[config.mk]
export PLATFORM = sky130hd
export DESIGN_NAME = can_multiframe_message_reassembler_unit
export DESIGN_NICKNAME = d
export VERILOG_FILES = /design/src/hw/rtl/cmr_pkg.sv /design/src/hw/rtl/can_multiframe_message_reassembler_unit.sv /design/src/hw/rtl/cmr_lane_ram.sv /design/src/hw/rtl/cmr_slot_cell.sv
export SDC_FILE = /design/constraint.sdc
export NUM_CORES = 2
export LEC_CHECK = 0
export BUFFER_PORTS_ARGS = -buffer_cell sky130_fd_sc_hd__buf_2
export CORE_UTILIZATION = 52
export DETAILED_ROUTE_END_ITERATION = 10
export PLACE_DENSITY = 0.72
export SYNTH_ARGS = -nofsm -noshare
export SYNTH_HDL_FRONTEND = slang
export SYNTH_HIERARCHICAL = 1
export SYNTH_SLANG_ARGS = --single-unit
export TNS_END_PERCENT = 10
[constraint.sdc]
create_clock -name clk -period 11.4 [get_ports clk]
set_input_delay 1.71 -clock clk [delete_from_list [all_inputs] [get_ports clk]]
set_output_delay 1.71 -clock clk [all_outputs]
set_load 0.03 [all_outputs]
[src/hw/rtl/cmr_pkg.sv]
// Shared types, constants and helpers of the CAN multiframe message reassembler.
// Used by cmr_lane_ram, cmr_slot_cell and can_multiframe_message_reassembler_unit.
// Depends on nothing.
package cmr_pkg;

    localparam int PENDING_SLOTS = 4;
    localparam int PAYLOAD_BYTES = 64;
    localparam int SLOT_W        = $clog2(PENDING_SLOTS);
    localparam int BEAT_LANES    = 8;
    localparam int ROW_W         = $clog2(PAYLOAD_BYTES / BEAT_LANES);
    localparam int RAM_AW        = SLOT_W + ROW_W;
    localparam int RAM_DEPTH     = 1 << RAM_AW;

    localparam logic [2:0] ST_WAITING   = 3'd0;
    localparam logic [2:0] ST_SHORT     = 3'd1;
    localparam logic [2:0] ST_LONG      = 3'd2;
    localparam logic [2:0] ST_TOO_SHORT = 3'd3;
    localparam logic [2:0] ST_NO_SLOT   = 3'd4;
    localparam logic [2:0] ST_UNMATCHED = 3'd5;
    localparam logic [2:0] ST_CLEARED   = 3'd6;

    typedef enum logic [1:0] {
        S_IDLE,
        S_DECODE,
        S_STREAM,
        S_DRAIN
    } fsm_t;

    // Frame information broadcast to every slot cell during decode.
    typedef struct packed {
        logic       clear;
        logic       start_en;
        logic       cont_en;
        logic [1:0] grp;
        logic [3:0] idx;
        logic [7:0] exp_len;
        logic [2:0] op;
        logic [5:0] dev;
        logic [5:0] fn;
        logic [2:0] start_fill;
        logic [3:0] cont_chunk;
    } bcast_t;

    // What one cell reports back to the controller.
    typedef struct packed {
        logic       sel;
        logic       claim;
        logic       cont_done;
        logic       wr_en;
        logic [6:0] wr_base;
        logic [3:0] wr_count;
        logic       active_next;
        logic [2:0] op;
        logic [5:0] dev;
        logic [5:0] fn;
        logic [7:0] exp_len;
    } cell_stat_t;

    // Zeroes every byte lane at or above cnt.
    function automatic logic [63:0] mask_bytes(input logic [63:0] w, input logic [3:0] cnt);
        logic [63:0] r;
        r = '0;
        for (int j = 0; j < BEAT_LANES; j++)
        begin
            if (4'(j) < cnt)
            begin
                r[8*j +: 8] = w[8*j +: 8];
            end
        end
        return r;
    endfunction

endpackage

[src/hw/rtl/can_multiframe_message_reassembler_unit.sv]
// Top level of the CAN multiframe message reassembler.
// Depends on cmr_pkg, cmr_slot_cell and cmr_lane_ram.
//
// A frame or a clear command is taken in one transfer when start is high and
// busy is low. The block then decodes it and presents each result for exactly
// one cycle with result_valid high; the receiver cannot stall, so every result
// must be captured as it appears. A step that completes nothing, a short frame
// and a long message that completes on its first frame give one result,
// registered at the end of the decode step. A long message completed by a
// continuation is read back from the payload store one 8-byte beat per cycle,
// so its N beats (N at most eight) follow one another without a gap, and busy
// falls as the last beat is loaded; the store's single read port sets this
// rate. The pending slots form a row of four cells: the lowest free cell
// claims a long start and the highest matching cell takes a continuation,
// each decided by priority chains running through the row.
module can_multiframe_message_reassembler_unit
    import cmr_pkg::*;
(
    input  logic        clk,
    input  logic        rst_n,
    input  logic        start,
    output logic        busy,
    input  logic        req_type,
    input  logic [3:0]  frame_len,
    input  logic [63:0] frame_bytes,
    output logic        result_valid,
    output logic [2:0]  status,
    output logic [2:0]  msg_opcode,
    output logic [5:0]  msg_device,
    output logic [5:0]  msg_function,
    output logic [6:0]  msg_length,
    output logic [63:0] beat_bytes,
    output logic [3:0]  beat_count,
    output logic        last_beat,
    output logic [2:0]  pending_slots
);

    fsm_t state_reg, state_next;

    // Captured request.
    logic        req_reg;
    logic [3:0]  len_reg;
    logic [63:0] bytes_reg;

    // Completed message held while its beats are streamed.
    logic [2:0]        m_op_reg, m_op_next;
    logic [5:0]        m_dev_reg, m_dev_next;
    logic [5:0]        m_fn_reg, m_fn_next;
    logic [6:0]        m_len_reg, m_len_next;
    logic [ROW_W-1:0]  last_idx_reg, last_idx_next;
    logic [SLOT_W-1:0] slot_reg, slot_next;
    logic [2:0]        pend_reg, pend_next;
    logic [ROW_W-1:0]  issue_reg, issue_next;
    logic              rd_pend_reg, rd_pend_next;
    logic [ROW_W-1:0]  rd_beat_reg, rd_beat_next;

    // Result registers.
    logic        strobe_reg, strobe_next;
    logic [2:0]  status_reg, status_next;
    logic [2:0]  op_reg, op_next;
    logic [5:0]  dev_reg, dev_next;
    logic [5:0]  fn_reg, fn_next;
    logic [6:0]  mlen_reg, mlen_next;
    logic [63:0] beat_reg, beat_next;
    logic [3:0]  cnt_reg, cnt_next;
    logic        last_reg, last_next;
    logic [2:0]  pslots_reg, pslots_next;

    bcast_t     bc;
    cell_stat_t st [PENDING_SLOTS];
    logic [PENDING_SLOTS:0] taken_chain;
    logic [PENDING_SLOTS:0] match_chain;
    logic [PENDING_SLOTS-1:0] sel_vec;

    logic [3:0]  dlc;
    logic [7:0]  b0, b1, b2, b3;
    logic        decoding;
    logic        any_wr, any_sel, any_done;
    logic [6:0]  wr_base;
    logic [3:0]  wr_count;
    logic [SLOT_W-1:0] wr_slot;
    logic [2:0]  src_off;
    logic [2:0]  c_op;
    logic [5:0]  c_dev, c_fn;
    logic [7:0]  c_exp;
    logic [2:0]  act_cnt;
    logic [6:0]  dlc_m2;
    logic [6:0]  beat_rem;
    logic [3:0]  beat_cnt;

    logic [BEAT_LANES-1:0] lane_we;
    logic [RAM_AW-1:0]     lane_waddr [BEAT_LANES];
    logic [7:0]            lane_wdata [BEAT_LANES];
    logic [RAM_AW-1:0]     raddr;
    logic [63:0]           rd_word;

    assign busy = (state_reg != S_IDLE);

    always_ff @(posedge clk)
    begin
        if (start && !busy)
        begin
            req_reg   <= req_type;
            len_reg   <= frame_len;
            bytes_reg <= frame_bytes;
        end
    end

    always_ff @(posedge clk or negedge rst_n)
    begin
        if (!rst_n)
        begin
            state_reg   <= S_IDLE;
            strobe_reg  <= 1'b0;
            rd_pend_reg <= 1'b0;
        end
        else
        begin
            state_reg   <= state_next;
            strobe_reg  <= strobe_next;
            rd_pend_reg <= rd_pend_next;
        end
    end

    always_ff @(posedge clk)
    begin
        m_op_reg     <= m_op_next;
        m_dev_reg    <= m_dev_next;
        m_fn_reg     <= m_fn_next;
        m_len_reg    <= m_len_next;
        last_idx_reg <= last_idx_next;
        slot_reg     <= slot_next;
        pend_reg     <= pend_next;
        issue_reg    <= issue_next;
        rd_beat_reg  <= rd_beat_next;
        status_reg   <= status_next;
        op_reg       <= op_next;
        dev_reg      <= dev_next;
        fn_reg       <= fn_next;
        mlen_reg     <= mlen_next;
        beat_reg     <= beat_next;
        cnt_reg      <= cnt_next;
        last_reg     <= last_next;
        pslots_reg   <= pslots_next;
    end

    // Frame fields and the broadcast to the cells.
    always_comb
    begin
        dlc      = (len_reg > 4'd8) ? 4'd8 : len_reg;
        b0       = bytes_reg[7:0];
        b1       = bytes_reg[15:8];
        b2       = bytes_reg[23:16];
        b3       = bytes_reg[31:24];
        decoding = (state_reg == S_DECODE);
        dlc_m2   = {3'b0, dlc} - 7'd2;

        bc.clear      = decoding & req_reg;
        bc.start_en   = decoding & ~req_reg & (dlc >= 4'd4) & b0[7] & ~b0[6];
        bc.cont_en    = decoding & ~req_reg & (dlc >= 4'd2) & b0[7] & b0[6];
        bc.grp        = b0[5:4];
        bc.idx        = b0[3:0];
        bc.exp_len    = b1;
        bc.op         = b2[6:4];
        bc.dev        = {b2[3:0], b3[7:6]};
        bc.fn         = b3[5:0];
        bc.start_fill = 3'(dlc - 4'd4);
        bc.cont_chunk = dlc - 4'd1;
    end

    assign taken_chain[0]             = 1'b0;
    assign match_chain[PENDING_SLOTS] = 1'b0;

    for (genvar g = 0; g < PENDING_SLOTS; g++)
    begin : g_cell
        cmr_slot_cell u_cell (
            .clk       (clk),
            .rst_n     (rst_n),
            .bc        (bc),
            .taken_in  (taken_chain[g]),
            .taken_out (taken_chain[g+1]),
            .match_in  (match_chain[g+1]),
            .match_out (match_chain[g]),
            .st        (st[g])
        );
        assign sel_vec[g] = st[g].sel;
    end

    // Gather the report of whichever cell took the frame.
    always_comb
    begin
        any_wr   = 1'b0;
        any_sel  = 1'b0;
        any_done = 1'b0;
        wr_base  = '0;
        wr_count = '0;
        wr_slot  = '0;
        c_op     = '0;
        c_dev    = '0;
        c_fn     = '0;
        c_exp    = '0;
        act_cnt  = '0;
        for (int i = 0; i < PENDING_SLOTS; i++)
        begin
            act_cnt = act_cnt + {2'b0, st[i].active_next};
            if (st[i].sel || st[i].claim)
            begin
                any_wr   = st[i].wr_en;
                wr_base  = st[i].wr_base;
                wr_count = st[i].wr_count;
                wr_slot  = SLOT_W'(i);
            end
            if (st[i].sel)
            begin
                any_sel  = 1'b1;
                any_done = st[i].cont_done;
                c_op     = st[i].op;
                c_dev    = st[i].dev;
                c_fn     = st[i].fn;
                c_exp    = st[i].exp_len;
            end
        end
        src_off = (b0[6]) ? 3'd1 : 3'd4;
    end

    // Byte i of a chunk lands in lane (base + i) mod 8; a chunk never wraps onto
    // a lane twice, so all bytes of one frame are written in the same cycle.
    for (genvar l = 0; l < BEAT_LANES; l++)
    begin : g_lane
        logic [2:0] i3;
        logic [6:0] pos;
        logic [2:0] src;

        always_comb
        begin
            i3             = 3'(l) - wr_base[2:0];
            pos            = wr_base + {4'b0, i3};
            src            = src_off + i3;
            lane_we[l]     = any_wr & ({1'b0, i3} < wr_count);
            lane_waddr[l]  = {wr_slot, pos[ROW_W+2:3]};
            lane_wdata[l]  = bytes_reg[8*src +: 8];
        end

        cmr_lane_ram u_ram (
            .clk   (clk),
            .we    (lane_we[l]),
            .waddr (lane_waddr[l]),
            .wdata (lane_wdata[l]),
            .raddr (raddr),
            .rdata (rd_word[8*l +: 8])
        );
    end

    assign raddr = {slot_reg, issue_reg};

    always_comb
    begin
        beat_rem = m_len_reg - {1'b0, rd_beat_reg, 3'b0};
        beat_cnt = (beat_rem >= 7'd8) ? 4'd8 : beat_rem[3:0];
    end

    // Control sequence and result selection.
    always_comb
    begin
        state_next    = state_reg;
        m_op_next     = m_op_reg;
        m_dev_next    = m_dev_reg;
        m_fn_next     = m_fn_reg;
        m_len_next    = m_len_reg;
        last_idx_next = last_idx_reg;
        slot_next     = slot_reg;
        pend_next     = pend_reg;
        issue_next    = issue_reg;
        rd_pend_next  = 1'b0;
        rd_beat_next  = rd_beat_reg;

        strobe_next = 1'b0;
        status_next = status_reg;
        op_next     = op_reg;
        dev_next    = dev_reg;
        fn_next     = fn_reg;
        mlen_next   = mlen_reg;
        beat_next   = beat_reg;
        cnt_next    = cnt_reg;
        last_next   = last_reg;
        pslots_next = pslots_reg;

        unique case (state_reg)
            S_IDLE:
            begin
                if (start)
                begin
                    state_next = S_DECODE;
                end
            end

            S_DECODE:
            begin
                // Single result by default; message fields are zero.
                state_next  = S_IDLE;
                strobe_next = 1'b1;
                op_next     = '0;
                dev_next    = '0;
                fn_next     = '0;
                mlen_next   = '0;
                beat_next   = '0;
                cnt_next    = '0;
                last_next   = 1'b1;
                pslots_next = act_cnt;
                status_next = ST_WAITING;

                if (req_reg)
                begin
                    status_next = ST_CLEARED;
                end
                else if (dlc < 4'd2)
                begin
                    status_next = ST_TOO_SHORT;
                end
                else if (!b0[7])
                begin
                    status_next = ST_SHORT;
                    op_next     = b0[6:4];
                    dev_next    = {b0[3:0], b1[7:6]};
                    fn_next     = b1[5:0];
                    mlen_next   = dlc_m2;
                    beat_next   = mask_bytes({16'b0, bytes_reg[63:16]}, dlc_m2[3:0]);
                    cnt_next    = dlc_m2[3:0];
                end
                else if (!b0[6])
                begin
                    if (dlc < 4'd4)
                    begin
                        status_next = ST_TOO_SHORT;
                    end
                    else if (taken_chain[PENDING_SLOTS] == 1'b0)
                    begin
                        status_next = ST_NO_SLOT;
                    end
                    else if ({5'b0, bc.start_fill} >= bc.exp_len)
                    begin
                        // The whole message fits in the opening frame.
                        status_next = ST_LONG;
                        op_next     = bc.op;
                        dev_next    = bc.dev;
                        fn_next     = bc.fn;
                        mlen_next   = bc.exp_len[6:0];
                        beat_next   = mask_bytes({32'b0, bytes_reg[63:32]},
                                                 bc.exp_len[3:0]);
                        cnt_next    = bc.exp_len[3:0];
                    end
                end
                else if (!any_sel)
                begin
                    status_next = ST_UNMATCHED;
                end
                else if (any_done)
                begin
                    // Message completed by a continuation: stream it from the store.
                    strobe_next   = 1'b0;
                    state_next    = S_STREAM;
                    m_op_next     = c_op;
                    m_dev_next    = c_dev;
                    m_fn_next     = c_fn;
                    m_len_next    = c_exp[6:0];
                    last_idx_next = ROW_W'((c_exp[6:0] - 7'd1) >> 3);
                    slot_next     = wr_slot;
                    pend_next     = act_cnt;
                    issue_next    = '0;
                end
            end

            S_STREAM:
            begin
                rd_pend_next = 1'b1;
                rd_beat_next = issue_reg;
                issue_next   = issue_reg + ROW_W'(1);
                if (issue_reg == last_idx_reg)
                begin
                    state_next = S_DRAIN;
                end
            end

            S_DRAIN:
            begin
                if (rd_pend_reg && (rd_beat_reg == last_idx_reg))
                begin
                    state_next = S_IDLE;
                end
            end

            default:
            begin
                state_next = S_IDLE;
            end
        endcase

        if (rd_pend_reg)
        begin
            strobe_next = 1'b1;
            status_next = ST_LONG;
            op_next     = m_op_reg;
            dev_next    = m_dev_reg;
            fn_next     = m_fn_reg;
            mlen_next   = m_len_reg;
            beat_next   = mask_bytes(rd_word, beat_cnt);
            cnt_next    = beat_cnt;
            last_next   = (rd_beat_reg == last_idx_reg);
            pslots_next = pend_reg;
        end
    end

    assign result_valid  = strobe_reg;
    assign status        = status_reg;
    assign msg_opcode    = op_reg;
    assign msg_device    = dev_reg;
    assign msg_function  = fn_reg;
    assign msg_length    = mlen_reg;
    assign beat_bytes    = beat_reg;
    assign beat_count    = cnt_reg;
    assign last_beat     = last_reg;
    assign pending_slots = pslots_reg;

    // At most one cell may take a continuation.
    a_one_sel: assert property (@(posedge clk) disable iff (!rst_n)
        $onehot0(sel_vec))
        else $error("more than one slot took a continuation");

    // Every result follows a cycle in which the block was working.
    a_strobe_busy: assert property (@(posedge clk) disable iff (!rst_n)
        result_valid |-> $past(state_reg != S_IDLE))
        else $error("result without a request in progress");

    // Only a long message completed by a continuation spans several beats.
    a_single_last: assert property (@(posedge clk) disable iff (!rst_n)
        (result_valid && status != ST_LONG) |-> last_beat)
        else $error("non-streamed result not marked last");

    // The pending count never exceeds the number of slots.
    a_pending_range: assert property (@(posedge clk) disable iff (!rst_n)
        result_valid |-> (pending_slots <= 3'(PENDING_SLOTS)))
        else $error("pending slot count out of range");

endmodule

[src/hw/rtl/cmr_lane_ram.sv]
// One byte lane of the payload store: simple dual-port RAM with registered read.
// Depends on cmr_pkg for the address width and depth.
module cmr_lane_ram
    import cmr_pkg::*;
(
    input  logic              clk,
    input  logic              we,
    input  logic [RAM_AW-1:0] waddr,
    input  logic [7:0]        wdata,
    input  logic [RAM_AW-1:0] raddr,
    output logic [7:0]        rdata
);

    logic [7:0] mem [RAM_DEPTH];

    always_ff @(posedge clk)
    begin
        if (we)
        begin
            mem[waddr] <= wdata;
        end
    end

    always_ff @(posedge clk)
    begin
        rdata <= mem[raddr];
    end

endmodule

[src/hw/rtl/cmr_slot_cell.sv]
// One pending-message slot: holds the slot header and takes part in the
// free-slot and continuation-match priority chains. Depends on cmr_pkg.
module cmr_slot_cell
    import cmr_pkg::*;
(
    input  logic       clk,
    input  logic       rst_n,
    input  bcast_t     bc,
    input  logic       taken_in,
    output logic       taken_out,
    input  logic       match_in,
    output logic       match_out,
    output cell_stat_t st
);

    logic       active_reg, active_next;
    logic [1:0] group_reg, group_next;
    logic [3:0] idx_reg, idx_next;
    logic [2:0] op_reg, op_next;
    logic [5:0] dev_reg, dev_next;
    logic [5:0] fn_reg, fn_next;
    logic [7:0] exp_reg, exp_next;
    logic [6:0] filled_reg, filled_next;

    logic       claim, hit, sel, cont_wr, cont_done, start_done;
    logic [7:0] remaining, sum;
    logic [3:0] chunk;
    logic [6:0] filled_cont;

    always_ff @(posedge clk or negedge rst_n)
    begin
        if (!rst_n)
        begin
            active_reg <= 1'b0;
            group_reg  <= '0;
            idx_reg    <= '0;
            op_reg     <= '0;
            dev_reg    <= '0;
            fn_reg     <= '0;
            exp_reg    <= '0;
            filled_reg <= '0;
        end
        else
        begin
            active_reg <= active_next;
            group_reg  <= group_next;
            idx_reg    <= idx_next;
            op_reg     <= op_next;
            dev_reg    <= dev_next;
            fn_reg     <= fn_next;
            exp_reg    <= exp_next;
            filled_reg <= filled_next;
        end
    end

    always_comb
    begin
        // The lowest free cell claims a long start; the highest matching cell
        // takes a continuation.
        claim     = bc.start_en & ~active_reg & ~taken_in;
        taken_out = taken_in | ~active_reg;
        hit       = active_reg && (group_reg == bc.grp) && (idx_reg == bc.idx)
                    && ({1'b0, filled_reg} < exp_reg);
        sel       = bc.cont_en & hit & ~match_in;
        match_out = match_in | hit;

        remaining   = exp_reg - {1'b0, filled_reg};
        chunk       = ({4'b0, bc.cont_chunk} > remaining) ? remaining[3:0] : bc.cont_chunk;
        sum         = {1'b0, filled_reg} + {4'b0, chunk};
        cont_wr     = (chunk != 4'd0) && (sum <= 8'(PAYLOAD_BYTES));
        filled_cont = cont_wr ? sum[6:0] : filled_reg;
        cont_done   = ({1'b0, filled_cont} >= exp_reg);
        start_done  = ({5'b0, bc.start_fill} >= bc.exp_len);

        active_next = active_reg;
        group_next  = group_reg;
        idx_next    = idx_reg;
        op_next     = op_reg;
        dev_next    = dev_reg;
        fn_next     = fn_reg;
        exp_next    = exp_reg;
        filled_next = filled_reg;

        if (bc.clear)
        begin
            active_next = 1'b0;
            filled_next = '0;
        end
        else if (claim)
        begin
            active_next = ~start_done;
            group_next  = bc.grp;
            idx_next    = '0;
            op_next     = bc.op;
            dev_next    = bc.dev;
            fn_next     = bc.fn;
            exp_next    = bc.exp_len;
            filled_next = start_done ? 7'd0 : {4'b0, bc.start_fill};
        end
        else if (sel)
        begin
            idx_next = idx_reg + 4'd1;
            if (cont_done)
            begin
                active_next = 1'b0;
                filled_next = '0;
            end
            else
            begin
                filled_next = filled_cont;
            end
        end

        st.sel         = sel;
        st.claim       = claim;
        st.cont_done   = sel & cont_done;
        st.wr_en       = sel ? cont_wr : (claim & (bc.start_fill != 3'd0));
        st.wr_base     = sel ? filled_reg : 7'd0;
        st.wr_count    = sel ? chunk : {1'b0, bc.start_fill};
        st.active_next = active_next;
        st.op          = op_reg;
        st.dev         = dev_reg;
        st.fn          = fn_reg;
        st.exp_len     = exp_reg;
    end

endmodule
; After elaboration in Yosys (flattened, before gate mapping)
; Memory sizes are Yosys's and may differ from the RTL's. A register that Yosys moved wholly into a read port is not among the register bits.
; Index checks and enable logic that the tools add are counted.
[word_totals]
regBits = 354
mem_bits_rw = 2048
n_memories = 8
input_bits = 72
output_inout_bits = 99
wordCells = 525
[mem_list]
columns = name, depth, width, read_ports, rd_ports_with_merged_regs, wr, line
row1 = g_lane[0].u_ram.mem, 32, 8, 1, 1, 1, cmr_lane_ram.sv:14  ; logic [7:0] mem [RAM_DEPTH];
row2 = g_lane[1].u_ram.mem, 32, 8, 1, 1, 1, cmr_lane_ram.sv:14
row3 = g_lane[2].u_ram.mem, 32, 8, 1, 1, 1, cmr_lane_ram.sv:14
row4 = g_lane[3].u_ram.mem, 32, 8, 1, 1, 1, cmr_lane_ram.sv:14
row5 = g_lane[4].u_ram.mem, 32, 8, 1, 1, 1, cmr_lane_ram.sv:14
row6 = g_lane[5].u_ram.mem, 32, 8, 1, 1, 1, cmr_lane_ram.sv:14
row7 = +2 memories, -, -, -, -, -, -
[classes]
eq_ne = 22
add_sub_neg = 45
n_bitwise = 57
n_shift = 8
magnitude_cmp = 49
muxes = 229
n_reduce_logical = 51
[ops]
columns = operator, count
row1 = $shiftx 64x7->8, 8
row2 = $mux 7, 33
row3 = $mux 6, 34
row4 = $mux 48, 3
row5 = $mux 8, 18
row6 = $mux 32, 4
row7 = $mux 64, 2
row8 = $mux 4, 31
row9 = $mux 3, 30
row10 = $mux 1, 60
row11 = $add 6x3->6, 8
row12 = $and 1x1->1, 38
row13 = $add 7x4->8, 4
row14 = $ge 7x8->1, 4
row15 = $gt 4x8->1, 4
row16 = $le 8x7->1 const B, 4
row17 = $lt 3x4->1, 8
row18 = $lt 7x8->1, 4
row19 = $sub 8x7->8, 4
row20 = $add 3x3->3, 8
row21 = $lt 1x4->1 const A, 6
row22 = $lt 2x4->1 const A, 6
row23 = $lt 3x4->1 const A, 6
row24 = $mux 2, 12
row25 = 41 further kinds, 122

; Longest topological paths before layout
[logic_depth]
ltp_word = 23
ltp_mapped = 38
mapped_depth_nobuf = 36

; Hierarchy
; Netlist, hierarchy kept.
[by_module_without_submodules]
columns = module, instances, area_each_um2, cells_per_inst, seq_area_each_um2
row1 = cmr_lane_ram, 8, 10053.4, 417, 7847.5
row2 = can_multiframe_message_reassembler_unit, 1, 12983.7, 1068, 6135.9
row3 = cmr_slot_cell at g_cell[0].u_cell ..., 3, 2912.8, 304, 925.9
row4 = cmr_slot_cell at g_cell[2].u_cell, 1, 3012.9, 318, 925.9

; Worst setup path before layout
; Ideal clock, no wire load.
[synth_path]
path_kind = register -> register
start = reg len_reg[3]
end = reg pslots_reg[1] (netlist: pending_slots[1]), data pin
synth_period_minus_slack_ns = 8.839
setup_slack_ns = 2.561
setup_ns = 0.260
n_path_buf = 3
arrival_ns = 8.579
required_ns = 11.140
path_stages_with_launch = 35
path_cell_list = edfxtp_1 nor2b_1 inv_1 ha_1 o21ai_0 ha_1 nand4_1 o21ai_1 a2111oi_4 and2_1 buf_4 mux2_2 fa_1 a21o_1 a21oi_2 mux2i_1 a211oi_1 or3_1 o211ai_4 buf_4 mux2_1 ha_1 a21oi_1 nor2b_1 o211ai_1 a21oi_1 and2_1 o21bai_1 buf_4 inv_1 fa_1 inv_1 ha_1 ha_1 mux2_2
[synth_lines]
columns = element, line
row1 = start: declaration, can_multiframe_message_reassembler_unit.sv:42  ; logic [3:0] len_reg;
row2 = start signal: assignment, can_multiframe_message_reassembler_unit.sv:104  ; len_reg <= frame_len;
row3 = end signal: assignment, can_multiframe_message_reassembler_unit.sv:144  ; pslots_reg <= pslots_next;
row4 = end: declaration, can_multiframe_message_reassembler_unit.sv:67  ; logic [2:0] pslots_reg, pslots_next;

==> impl_metrics.tcl <==
set metrics [dict create \
    worstSetupStartpointType "register" \
    period_share_pct 83.8 \
    antenna_found_initial 15 \
    vias 56300 \
    wl_per_cell_um 30.8 \
    preCtsSetupSlack_ns 2.07 \
    pwr-share-seq_pct 44.7 \
    relSlewSlack_pct 11.8 \
    p_comb_share_pct 25.6 \
    post_cts_buffers 0 \
    min_path_type "register to register" \
    clock_latency_ns 0.92 \
    rsz0062_at_grt "no" \
    cts_resized 0 \
    root_buffer "clkbuf_16" \
    path_max_fanout 30 \
    reg2reg_depth 31 \
    largest_reg_flops 2048 \
    cp-end-kind "register" \
    h-tree-depth 4 \
    final_util_pct 58.3 \
    wirelength_mm 269 \
    fin_setup_tns_ns 0 \
    drc 0 \
    crit_start "len_reg[3]$_DFFE_PP_" \
    slowest_stage "inv_1" \
    vias_per_cell 6.44 \
    clockBufferDepth 3 \
    die_w_um 452 \
    numCtsBuffers 235 \
    die_y_um 452 \
    critPathCapture "m_dev_reg[1]$_DFFE_PP_" \
    ir_drop_v 0.000259 \
    yosysWarnings 6 \
    cap_violations 0 \
    nNetsFinal 6108 \
    fin_ws_ns 1.84 \
    regArea_um2 72600 \
    fillers 14400 \
    dpl.hpwl_mm 178 \
    fmax_ghz 0.105 \
    dr.pass1.iters 9 \
    max_stage_delay_ns 0.90 \
    stdcell_count 8743 \
    crit_type "register to register" \
    internal-power_w 0.0182 \
    swShare_pct 30.6 \
    grt.total_usage_pct 26.5 \
    period_minus_slack_ns 9.56 \
    r2r_setup_slack_ns 1.84 \
    dp.cells 8287 \
    synth_area_per_cell_um2 18.7 \
    grt_pass1_vias 56200 \
    cp_common_cell "ha_1" \
    switching_power_w 0.00803 \
    netlist_instances 5629 \
    multiInputGateArea_um2 30600 \
    power.leakage_nw 38.5 \
    setup_violations 0 \
    p_per_area_nw_per_um2 225 \
    drtIter0Drc 7295 \
    largest-register "g_lane.u_ram/mem" \
    status "completed" \
    holdWs_ns 0.501 \
    pwr-share-clk_pct 29.7 \
    io_pins 171 \
    numClockSinks 2466 \
    portBuffers 170 \
    antenna_left 0 \
    dieArea_um2 204000 \
    crit_required_ns 11.88 \
    area_growth_pct 11.0 \
    hold_buffers 0 \
    hold_viol 0 \
    grt_max_degree 192 \
    tightest_slew_ns 1.32 \
    grt_pass1_wl_mm 391 \
    finalClockSkew_ns 0.0543 \
    grt.overflow.total 0 \
    drive_above_1_share_pct 27.2 \
    rr_startpoint "len_reg[3]$_DFFE_PP_" \
    cts_tree "done" \
    start_util_pct 52.5 \
    cts.clk_slew.worst_paths_ns 0.07 \
    coreArea_um2 200000 \
    slew_viol_final 0 \
    arrival_ns 10.04 \
    rows 164 \
    worstReg2RegEnd "m_dev_reg[1]$_DFFE_PP_" \
    place.gp.congestion 0.964 \
    syn_area_um2 105000 \
]
[worst max-delay path: cells and delay by family, from the launching register on]
kind,cells,cell delay (ns)
compound gates,13,2.68
xor+xnor,1,0.79
simple gates,6,1.59
mux,2,0.61
flops,1,0.49
fa+ha+maj,5,1.37
buf+inv,4,1.59
[cell type report]
class / instances / share of cell area (%)
timing repair buffer: 270 / 1.45
multi-input combinational: 2736 / 26.2
clock buffer: 311 / 5.45
inverter: 160 / 0.515
tap: 2656 / 2.85
sequential: 2466 / 62.2
antenna: 6 / 0.0129
clock inverter: 138 / 1.25
[worst min path at each step]
stage                                                         end                                     from  slack, ns  cells after the start
final                                beat_bytes[62]$_SDFFCE_PP0P_         g_lane[7].u_ram/rdata[6]$_DFF_P_       0.50                      1
after CTS                 g_cell[0].u_cell/idx_reg[3]$_DFFE_PN0P_  g_cell[0].u_cell/idx_reg[3]$_DFFE_PN0P_       0.50                      1
after floorplan           g_cell[2].u_cell/idx_reg[3]$_DFFE_PN0P_  g_cell[2].u_cell/idx_reg[3]$_DFFE_PN0P_       0.47                      1
after global routing      g_cell[1].u_cell/dev_reg[2]$_DFFE_PN0P_  g_cell[1].u_cell/dev_reg[2]$_DFFE_PN0P_       0.52                      1
after detailed placement  g_cell[1].u_cell/idx_reg[3]$_DFFE_PN0P_  g_cell[1].u_cell/idx_reg[3]$_DFFE_PN0P_       0.49                      1
after global placement    g_cell[2].u_cell/idx_reg[3]$_DFFE_PN0P_  g_cell[2].u_cell/idx_reg[3]$_DFFE_PN0P_       0.48                      1
[power by group through the flow]
stage	combinational [W]	clock, W	sequential (W)
4_1_cts	0.00669	0.00791	0.0117
2_1_floorplan	0.00403	0	0.0121
3_3_place_gp	0.00653	0	0.0119
3_5_place_dp	0.00666	0	0.0119
6_report	0.00671	0.00781	0.0117
5_1_grt	0.00705	0.00825	0.0118
[routing by layer]
metal  vias to the layer above  part of all wire, %  global-route usage (%)
li1                      23400                    -                       -
met1                     29300                   38                    35.9
met2                      3016                   47                    41.1
met3                       678                  8.3                    4.46
met4                         6                  6.4                    14.9
met5                         -                0.013                       0
[placed cells by master (no fill, tap or decap), types with 31 or more instances in the layout]
master / instances
a21oi_1: 102
a221o_1: 31
and2_1: 56
buf_2: 169
buf_4: 93
clkbuf_1: 59
clkbuf_16: 238
clkinv_1: 37
clkinv_2: 49
dfrtp_1: 152
dfxtp_1: 67
edfxtp_1: 2247
ha_1: 156
inv_1: 154
mux2_2: 198
mux4_2: 704
nand2_1: 177
nand2b_1: 32
nand3_1: 53
nand3b_1: 45
nor2_1: 369
nor3_1: 36
o21ai_0: 110
xnor2_1: 63
xor2_1: 31
[stage by stage]
stage | area (um^2) | total power, W
global route | 117000 | 0.0271
CTS | 117000 | 0.0263
floorplan | 105000 | 0.0161
detailed placement | 109000 | 0.0186
global placement | 109000 | 0.0184
finish | 117000 | 0.0263
No activity file was read; power rests on OpenSTA's default activity.
